==> config.mk <==
export PLATFORM = sky130hd
export DESIGN_NAME = arctan_power_series
export DESIGN_NICKNAME = d
export VERILOG_FILES = /design/src/atan_pkg.sv /design/src/arctan_power_series.sv
export SDC_FILE = /design/constraint.sdc
export NUM_CORES = 2
export LEC_CHECK = 0
export BUFFER_PORTS_ARGS = -buffer_cell sky130_fd_sc_hd__buf_2
export CAP_MARGIN = 15
export CORE_MARGIN = 5
export CORE_UTILIZATION = 40
export DETAILED_ROUTE_END_ITERATION = 10
export PLACE_DENSITY = 0.66
export RECOVER_POWER = 25
export SLEW_MARGIN = 20
export SYNTH_ARGS = -nofsm -noshare
export SYNTH_HDL_FRONTEND = slang
export SYNTH_SLANG_ARGS = --single-unit
==> constraint.sdc <==
create_clock -name clock -period 8.4 [get_ports clock]
set_input_delay 0.42 -clock clock [delete_from_list [all_inputs] [get_ports clock]]
set_output_delay 0.42 -clock clock [all_outputs]
set_load 0.005 [all_outputs]
==> src/atan_pkg.sv <==
package atan_pkg;

   localparam int Q_BITS     = 30;
   localparam int X_W        = 31;
   localparam int THR_W      = 10;
   localparam int MAG_W      = 30;
   localparam int P_W        = 30;
   localparam int A2_W       = 29;
   localparam int DIV_W      = 32;
   localparam int DIV_BITS   = 4;
   localparam int DIV_CYCLES = DIV_W / DIV_BITS;
   localparam int DCNT_W     = $clog2(DIV_CYCLES);

   localparam logic [MAG_W-1:0] HALF_Q = MAG_W'(1) << (Q_BITS - 1);

   // sequencer program counter, one value per microcode step
   typedef enum logic [2:0] {
      STEP_IDLE,
      STEP_SQUARE,
      STEP_DIV_INIT,
      STEP_DIV_RUN,
      STEP_TEST,
      STEP_ACCUM,
      STEP_DONE
   } step_type;

   // datapath operation of a step
   typedef enum logic [2:0] {
      OP_LOAD,
      OP_SQUARE,
      OP_DIV_INIT,
      OP_DIV_STEP,
      OP_HOLD,
      OP_ACCUM,
      OP_RESPOND
   } op_type;

   // jump condition: jump to target when true, else fall through
   typedef enum logic [2:0] {
      COND_NONE,
      COND_ALWAYS,
      COND_NO_START,
      COND_TERMS_DONE,
      COND_DIV_MORE,
      COND_BELOW_THR
   } cond_type;

   typedef struct packed {
      op_type   op;
      cond_type cond;
      step_type target;
   } ucode_type;

   // control store
   function automatic ucode_type ucode_rom(input step_type step);
      ucode_type w;
      w = '{op: OP_HOLD, cond: COND_ALWAYS, target: STEP_IDLE};
      unique case (step)
         STEP_IDLE:     w = '{op: OP_LOAD,     cond: COND_NO_START,   target: STEP_IDLE};
         STEP_SQUARE:   w = '{op: OP_SQUARE,   cond: COND_NONE,       target: STEP_IDLE};
         STEP_DIV_INIT: w = '{op: OP_DIV_INIT, cond: COND_TERMS_DONE, target: STEP_DONE};
         STEP_DIV_RUN:  w = '{op: OP_DIV_STEP, cond: COND_DIV_MORE,   target: STEP_DIV_RUN};
         STEP_TEST:     w = '{op: OP_HOLD,     cond: COND_BELOW_THR,  target: STEP_DONE};
         STEP_ACCUM:    w = '{op: OP_ACCUM,    cond: COND_ALWAYS,     target: STEP_DIV_INIT};
         STEP_DONE:     w = '{op: OP_RESPOND,  cond: COND_ALWAYS,     target: STEP_IDLE};
         default:       w = '{op: OP_HOLD,     cond: COND_ALWAYS,     target: STEP_IDLE};
      endcase
      return w;
   endfunction

endpackage

==> src/arctan_power_series.sv <==
// from the accepted start the sequencer squares the argument; per term it initialises the
//   divider, divides, tests the quotient against the threshold and adds the term, stopping
//   at or below the threshold or at MAX_TERMS terms, then it responds
// one item at a time; the term divider resolves 4 quotient bits per cycle over a 32-bit dividend
// the receiver cannot stall: rsp_valid is a one-cycle beat, busy drops in that cycle
// reset (synchronous, active high) returns the sequencer to idle and clears the threshold
module arctan_power_series
   import atan_pkg::*;
#(
   parameter int MAX_TERMS = 32
) (
   input  logic                   clock,
   input  logic                   reset,
   // input beat
   input  logic                   start,
   output logic                   busy,
   input  logic signed [X_W-1:0]  req_x_value,
   // result beat
   output logic                   rsp_valid,
   output logic signed [X_W-1:0]  rsp_atan_value,
   output logic                   rsp_term_limit_hit,
   // threshold register
   input  logic                   csr_wr_en,
   input  logic [THR_W-1:0]       csr_wr_data
);

   // term counter holds 0..MAX_TERMS, odd index i = 2n+1 (n < MAX_TERMS) is sized for 2*MAX_TERMS-1
   localparam int N_W = $clog2(MAX_TERMS + 1);
   localparam int I_W = $clog2(2 * MAX_TERMS);
   localparam int R_W = I_W + 1;

   // sequencer
   step_type  pc_ff, pc_in;
   ucode_type uword;
   logic      cond_true;

   // configuration
   logic [THR_W-1:0] thr_ff;

   // operand and series state
   logic              neg_ff;
   logic [MAG_W-1:0]  a_ff;
   logic [A2_W-1:0]   a2_ff;
   logic [P_W-1:0]    p_ff;
   logic [N_W-1:0]    n_ff;
   logic signed [X_W-1:0] s_ff;
   logic              limit_ff;

   // divider
   logic [DIV_W-1:0]  quot_ff, quot_in;
   logic [R_W-1:0]    rem_ff, rem_in;
   logic [DCNT_W-1:0] dcnt_ff;

   // result register
   logic                   rsp_valid_ff;
   logic signed [X_W-1:0]  rsp_atan_ff;
   logic                   rsp_limit_ff;

   // combinational helpers
   logic [X_W-1:0]          x_mag;
   logic [MAG_W-1:0]        x_sat;
   logic [2*MAG_W-1:0]      sq_prod;
   logic [P_W+A2_W-1:0]     pw_prod;
   logic [I_W-1:0]          odd_idx;
   logic [R_W-1:0]          div_rem_v;
   logic [DIV_W-1:0]        div_q_v;
   logic                    div_ge;
   logic                    terms_done;
   logic                    div_more;
   logic                    below_thr;
   logic signed [X_W-1:0]   term_s;

   // ---------------------------------------------------------------
   // argument magnitude, saturated to one half
   // ---------------------------------------------------------------
   always_comb begin
      x_mag = req_x_value[X_W-1] ? (X_W'(0) - X_W'(req_x_value)) : X_W'(req_x_value);
      if (x_mag > X_W'(HALF_Q)) begin
         x_sat = HALF_Q;
      end else begin
         x_sat = x_mag[MAG_W-1:0];
      end
   end

   // ---------------------------------------------------------------
   // multipliers: a*a once per item, p*a2 once per term
   // ---------------------------------------------------------------
   assign sq_prod = {{MAG_W{1'b0}}, a_ff} * {{MAG_W{1'b0}}, a_ff};
   assign pw_prod = {{A2_W{1'b0}}, p_ff} * {{P_W{1'b0}}, a2_ff};

   // odd divisor 2n+1
   assign odd_idx = {n_ff[I_W-2:0], 1'b1};

   // ---------------------------------------------------------------
   // restoring divider, DIV_BITS quotient bits per cycle; remainder stays below i
   // ---------------------------------------------------------------
   always_comb begin
      div_rem_v = rem_ff;
      div_q_v   = quot_ff;
      div_ge    = 1'b0;
      for (int k = 0; k < DIV_BITS; k++) begin
         div_rem_v = {div_rem_v[R_W-2:0], div_q_v[DIV_W-1]};
         div_ge    = div_rem_v >= {1'b0, odd_idx};
         if (div_ge) begin
            div_rem_v = div_rem_v - {1'b0, odd_idx};
         end
         div_q_v = {div_q_v[DIV_W-2:0], div_ge};
      end
      rem_in  = div_rem_v;
      quot_in = div_q_v;
   end

   // ---------------------------------------------------------------
   // jump conditions
   // ---------------------------------------------------------------
   assign terms_done = n_ff == N_W'(MAX_TERMS);
   assign div_more   = dcnt_ff != DCNT_W'(DIV_CYCLES - 1);
   assign below_thr  = quot_ff <= {{(DIV_W-THR_W){1'b0}}, thr_ff};

   // ---------------------------------------------------------------
   // sequencer: fetch, then next step
   // ---------------------------------------------------------------
   assign uword = ucode_rom(pc_ff);

   always_comb begin
      case (uword.cond)
         COND_NONE:       cond_true = 1'b0;
         COND_ALWAYS:     cond_true = 1'b1;
         COND_NO_START:   cond_true = !start;
         COND_TERMS_DONE: cond_true = terms_done;
         COND_DIV_MORE:   cond_true = div_more;
         COND_BELOW_THR:  cond_true = below_thr;
         default:         cond_true = 1'b1;
      endcase
   end

   always_comb begin
      if (cond_true) begin
         pc_in = uword.target;
      end else begin
         pc_in = step_type'(pc_ff + 3'd1);
      end
   end

   always_ff @(posedge clock) begin
      if (reset) begin
         pc_ff <= STEP_IDLE;
      end else begin
         pc_ff <= pc_in;
      end
   end

   assign busy = pc_ff != STEP_IDLE;

   // ---------------------------------------------------------------
   // threshold register
   // ---------------------------------------------------------------
   always_ff @(posedge clock) begin
      if (reset) begin
         thr_ff <= '0;
      end else if (csr_wr_en) begin
         thr_ff <= csr_wr_data;
      end
   end

   // ---------------------------------------------------------------
   // datapath, driven by the control word
   // ---------------------------------------------------------------
   // added term: sign + when i mod 4 == 1, i.e. n even
   assign term_s = n_ff[0] ? (s_ff - X_W'(quot_ff[X_W-1:0]))
                           : (s_ff + X_W'(quot_ff[X_W-1:0]));

   always_ff @(posedge clock) begin
      unique case (uword.op)
         OP_LOAD: begin
            if (start) begin
               neg_ff <= req_x_value[X_W-1];
               a_ff   <= x_sat;
            end
         end
         OP_SQUARE: begin
            a2_ff    <= sq_prod[Q_BITS+A2_W-1:Q_BITS];
            p_ff     <= a_ff;
            n_ff     <= '0;
            s_ff     <= '0;
            limit_ff <= 1'b0;
         end
         OP_DIV_INIT: begin
            quot_ff  <= {{(DIV_W-P_W){1'b0}}, p_ff};
            rem_ff   <= '0;
            dcnt_ff  <= '0;
            limit_ff <= terms_done;
         end
         OP_DIV_STEP: begin
            quot_ff <= quot_in;
            rem_ff  <= rem_in;
            dcnt_ff <= dcnt_ff + DCNT_W'(1);
         end
         OP_ACCUM: begin
            s_ff <= term_s;
            // a2 is below 2^29, so the shifted power fits in one bit less than p
            p_ff <= {1'b0, pw_prod[P_W+A2_W-1:Q_BITS]};
            n_ff <= n_ff + N_W'(1);
         end
         OP_RESPOND: begin
            rsp_atan_ff  <= neg_ff ? (X_W'(0) - s_ff) : s_ff;
            rsp_limit_ff <= limit_ff;
         end
         OP_HOLD: begin
         end
         default: begin
         end
      endcase
   end

   // result strobe, one beat per item
   always_ff @(posedge clock) begin
      if (reset) begin
         rsp_valid_ff <= 1'b0;
      end else begin
         rsp_valid_ff <= uword.op == OP_RESPOND;
      end
   end

   assign rsp_valid          = rsp_valid_ff;
   assign rsp_atan_value     = rsp_atan_ff;
   assign rsp_term_limit_hit = rsp_limit_ff;

endmodule

==> metrics.csv <==
stage;metric;value;unit
status;outcome;finished with violations;
status;violations;capacitance limit, slew limit;
synth;yosysTopAreaCellShare;44.69;%
synth;synth_xor_area_share;2.747;%
synth;post-synth-top-count-cell;inv_1;
worst_setup_path;crit_type;reg2reg;
placed_design;hpwlAfterDp;145800;µm
detailed_routing;routed_wl;177300;µm
placed_design;place_congestion;0.9307;
layout;fin_nets;9086;
sta;finalHoldViolations;0;
worst_setup_path;required;8.73;ns
global_routing;gr-total-overflow;0;
sta;min_period_over_period;97.03;%
sta;maxSlewViolCount;193;
detailed_routing;num_vias;46750;
clock_network;clk_latency;0.64;ns
synth;synthTopCellsByCount;1732 x inv_1, 1452 x fa_1, 847 x nand2_1;
global_routing;grt_max_degree;54;
synth;synth_mux_area_share;0.6270;%
clock_network;cts.path.max_buffers;3;
synth;synth-simple-area-share;14.48;%
run;drv_cap;5;
floorplan;start_util;40.10;%
layout;drive_gt1_share;6.452;%
synth;syn_area_per_cell;9.387;µm²
synth;synth_area;65050;µm²
synth;ys.flop_type;edfxtp_1;
detailed_routing;drt-pass1-iter-count;6;
worst_setup_path;r2r_end;a2_ff[14]$_DFFE_PP_;
layout;n_fill_cell;15630;
sta;rsz0062_at_grt;false;
global_routing;grt_pass1_wl;286400;µm
floorplan;die_area;170800;µm²
floorplan;die_h;413.3;µm
hold_path;hold_path.class;in2reg;
detailed_routing;wl_per_cell;19.24;µm
clock_network;ctsHtreeMaxLevel;1;
synth;synth_area_leaders;fa_1 45%, ha_1 11%, inv_1 10%, edfxtp_1 9.3%, and2_1 6.0%;
clock_network;numClockSinks;215;
sta;setup_viol_count_final;0;
worst_setup_path;cp_slowest_stage_delay;0.56;ns
placed_design;portBuffers;78;
placed_design;place_area;69530;µm²
floorplan;die_x;413.3;µm
detailed_routing;viasPerCell;5.075;
synth;synth.yosys.seq_area_share;9.710;%
synth;syn-num-nets;9001;
clock_network;path_clk_slew;0.07;ns
synth;synth-edff-count;201;
global_routing;grtUsageTotal;21.33;%
synth;yosysTopAreaCell;fa_1;
clock_network;cts-buffers-inserted;28;
worst_setup_path;startpoint_type;register;
worst_setup_path;worst_path_most_repeated_cell;fa_1;
worst_setup_path;crit_path_end_kind;register;
synth;synthCells;6930;
layout;syn_to_final_growth;8.731;%
global_routing;antenna_found_initial;5;
synth;ys_warn_count;0;
hold_path;hold_start;csr_wr_data[0];
synth;synth_compound_gate_area_share;4.870;%
clock_network;cts_root_buf;clkbuf_16;
detailed_routing;drt_first_iter_violations;3164;
synth;synth-adder-area-share;55.73;%
worst_setup_path;arrival;8.48;ns
detailed_routing;antenna_left;0;
layout;diodes;0;
worst_setup_path;crit_slowest_cell;fa_1;
worst_setup_path;reg2reg_depth;25;
sta;worst_pin_slew;2.487;ns
worst_setup_path;timing.rr.start;a_ff[7]$_SDFFCE_PN0P_;
sta;fin_skew;0.03223;ns
synth;synth_cell_types;86;
synth;async_flop_share;0;%
synth;yosys_register_bits;215;
floorplan;core;162200;µm²
detailed_routing;drcViolationCount;0;
synth;synth_top_family_by_area;adder cells;
hold_path;whs_path_depth;3;
global_routing;grt_pass1_vias;51500;
sta;post-route-min-period;8.150;ns
clock_network;cts_tree;built;
worst_setup_path;path_max_fanout;6;
hold_path;hold_end;thr_ff[0]$_SDFFE_PP0P_;
floorplan;rows;148;
layout;final_area;70730;µm²
sta;max_freq;122.7;MHz
sta;slew_headroom;-65.82;%
worst_setup_path;rrSetupSlack;0.25;ns
floorplan;io_pins;79;
## worst max-delay path by stage
stage	cells after the start	to	start
floorplan	36	rem_ff[1]$_SDFFCE_PN0P_	n_ff[0]$_SDFFCE_PP0P_
global placement	26	p_ff[24]$_DFFE_PP_	p_ff[24]$_DFFE_PP_
detailed placement	27	a2_ff[14]$_DFFE_PP_	a_ff[10]$_SDFFCE_PN0P_
CTS	26	a2_ff[14]$_DFFE_PP_	a_ff[4]$_SDFFCE_PN0P_
global route	30	p_ff[24]$_DFFE_PP_	p_ff[22]$_DFFE_PP_
finish	25	a2_ff[14]$_DFFE_PP_	a_ff[7]$_SDFFCE_PN0P_
## kinds of logic (layout without fill, tap and decap cells)
group	Yosys count	count (layout)
compound gates	488	488
fa+ha+maj	2026	2026
flops	215	215
buf+inv	2044	2151
simple gates	1916	1916
xor+xnor	204	204
mux	37	37
## per-stage QoR
stage / util [%] / instances / worst slack, ns / hold slack [ns] / TNS, ns
5_1_grt: 43.60 / 9212 / 0.01010 / 0.04339 / 0
4_1_cts: 43.50 / 9201 / 0.02309 / 0.001765 / 0
3_3_place_gp: 42.86 / 9141 / -0.3187 / 0.4037 / -4.366
6_report: 43.60 / 9212 / 0.2495 / 0.03376 / 0
3_5_place_dp: 42.86 / 9142 / -0.01782 / 0.4265 / -0.01782
2_1_floorplan: - / 6930 / 0.4965 / 0.4003 / 0
## worst max-delay path: cells and delay by family (launching register included)
kind / cells / cell delay, ns
fa+ha+maj: 9 / 4.27
compound gates: 6 / 1.38
simple gates: 3 / 0.86
buf+inv: 6 / 0.74
flops: 1 / 0.40
xor+xnor: 1 / 0.21
## what timing repair did
action,CTS,global route
pin swaps,0,5
buffers inserted,2,11
endpoints found under the setup margin,1,46
gates resized for setup,1,25
hold endpoints to repair,5,0
cloned,0,0
hold buffers,5,0
## cell type report
type | instances | area, µm² | share of cell area [%]
Multi-Input combinational cell | 4671 | 51170 | 72.34
Tap cell | 2175 | 2721 | 3.848
Clock inverter | 19 | 227.7 | 0.3220
Timing Repair Buffer | 363 | 3047 | 4.308
Sequential cell | 215 | 6316 | 8.930
Inverter | 1736 | 6521 | 9.220
Clock buffer | 33 | 729.5 | 1.031
## registers in the layout (all words and copies together), names as in the netlist
register and flops:
rsp_valid 1, limit_ff 1, rsp_term_limit_hit 1, neg_ff 1, a_ff 30, thr_ff 10, quot_ff 32, n_ff 6
a2_ff 29, s_ff 31, rem_ff 6, dcnt_ff 3, pc_ff 3, rsp_atan_value 31, p_ff 30
## routing by layer
layer | vias up | wire length [µm] | GRT usage (%)
met3 | 344 | 12930 | 3.105
met2 | 1728 | 84050 | 35.98
met5 | - | 21 | 0
met4 | 4 | 7010 | 6.888
met1 | 23920 | 73250 | 28.38
li1 | 20760 | - | -
## placed cells by master, fill, tap and decap left out, types with 22 or more instances in the layout
| cell type | count |
|---|---|
| ha_1 | 574 |
| xnor2_1 | 130 |
| nor3_1 | 40 |
| a21o_1 | 61 |
| nand3_1 | 28 |
| o21bai_1 | 24 |
| nor2_1 | 200 |
| fa_1 | 1451 |
| buf_2 | 54 |
| mux2i_1 | 22 |
| o21ai_0 | 101 |
| xor2_1 | 70 |
| a21oi_1 | 137 |
| buf_4 | 232 |
| edfxtp_1 | 201 |
| nand4_1 | 26 |
| nand2_1 | 846 |
| clkbuf_16 | 28 |
| o21a_1 | 28 |
| inv_1 | 1731 |
| clkbuf_1 | 31 |
| and2_1 | 622 |
| buf_12 | 43 |
Power is left out: the tool's default activity adds up to more than one toggle a clock period on the data nets, which glitch-free logic cannot reach.
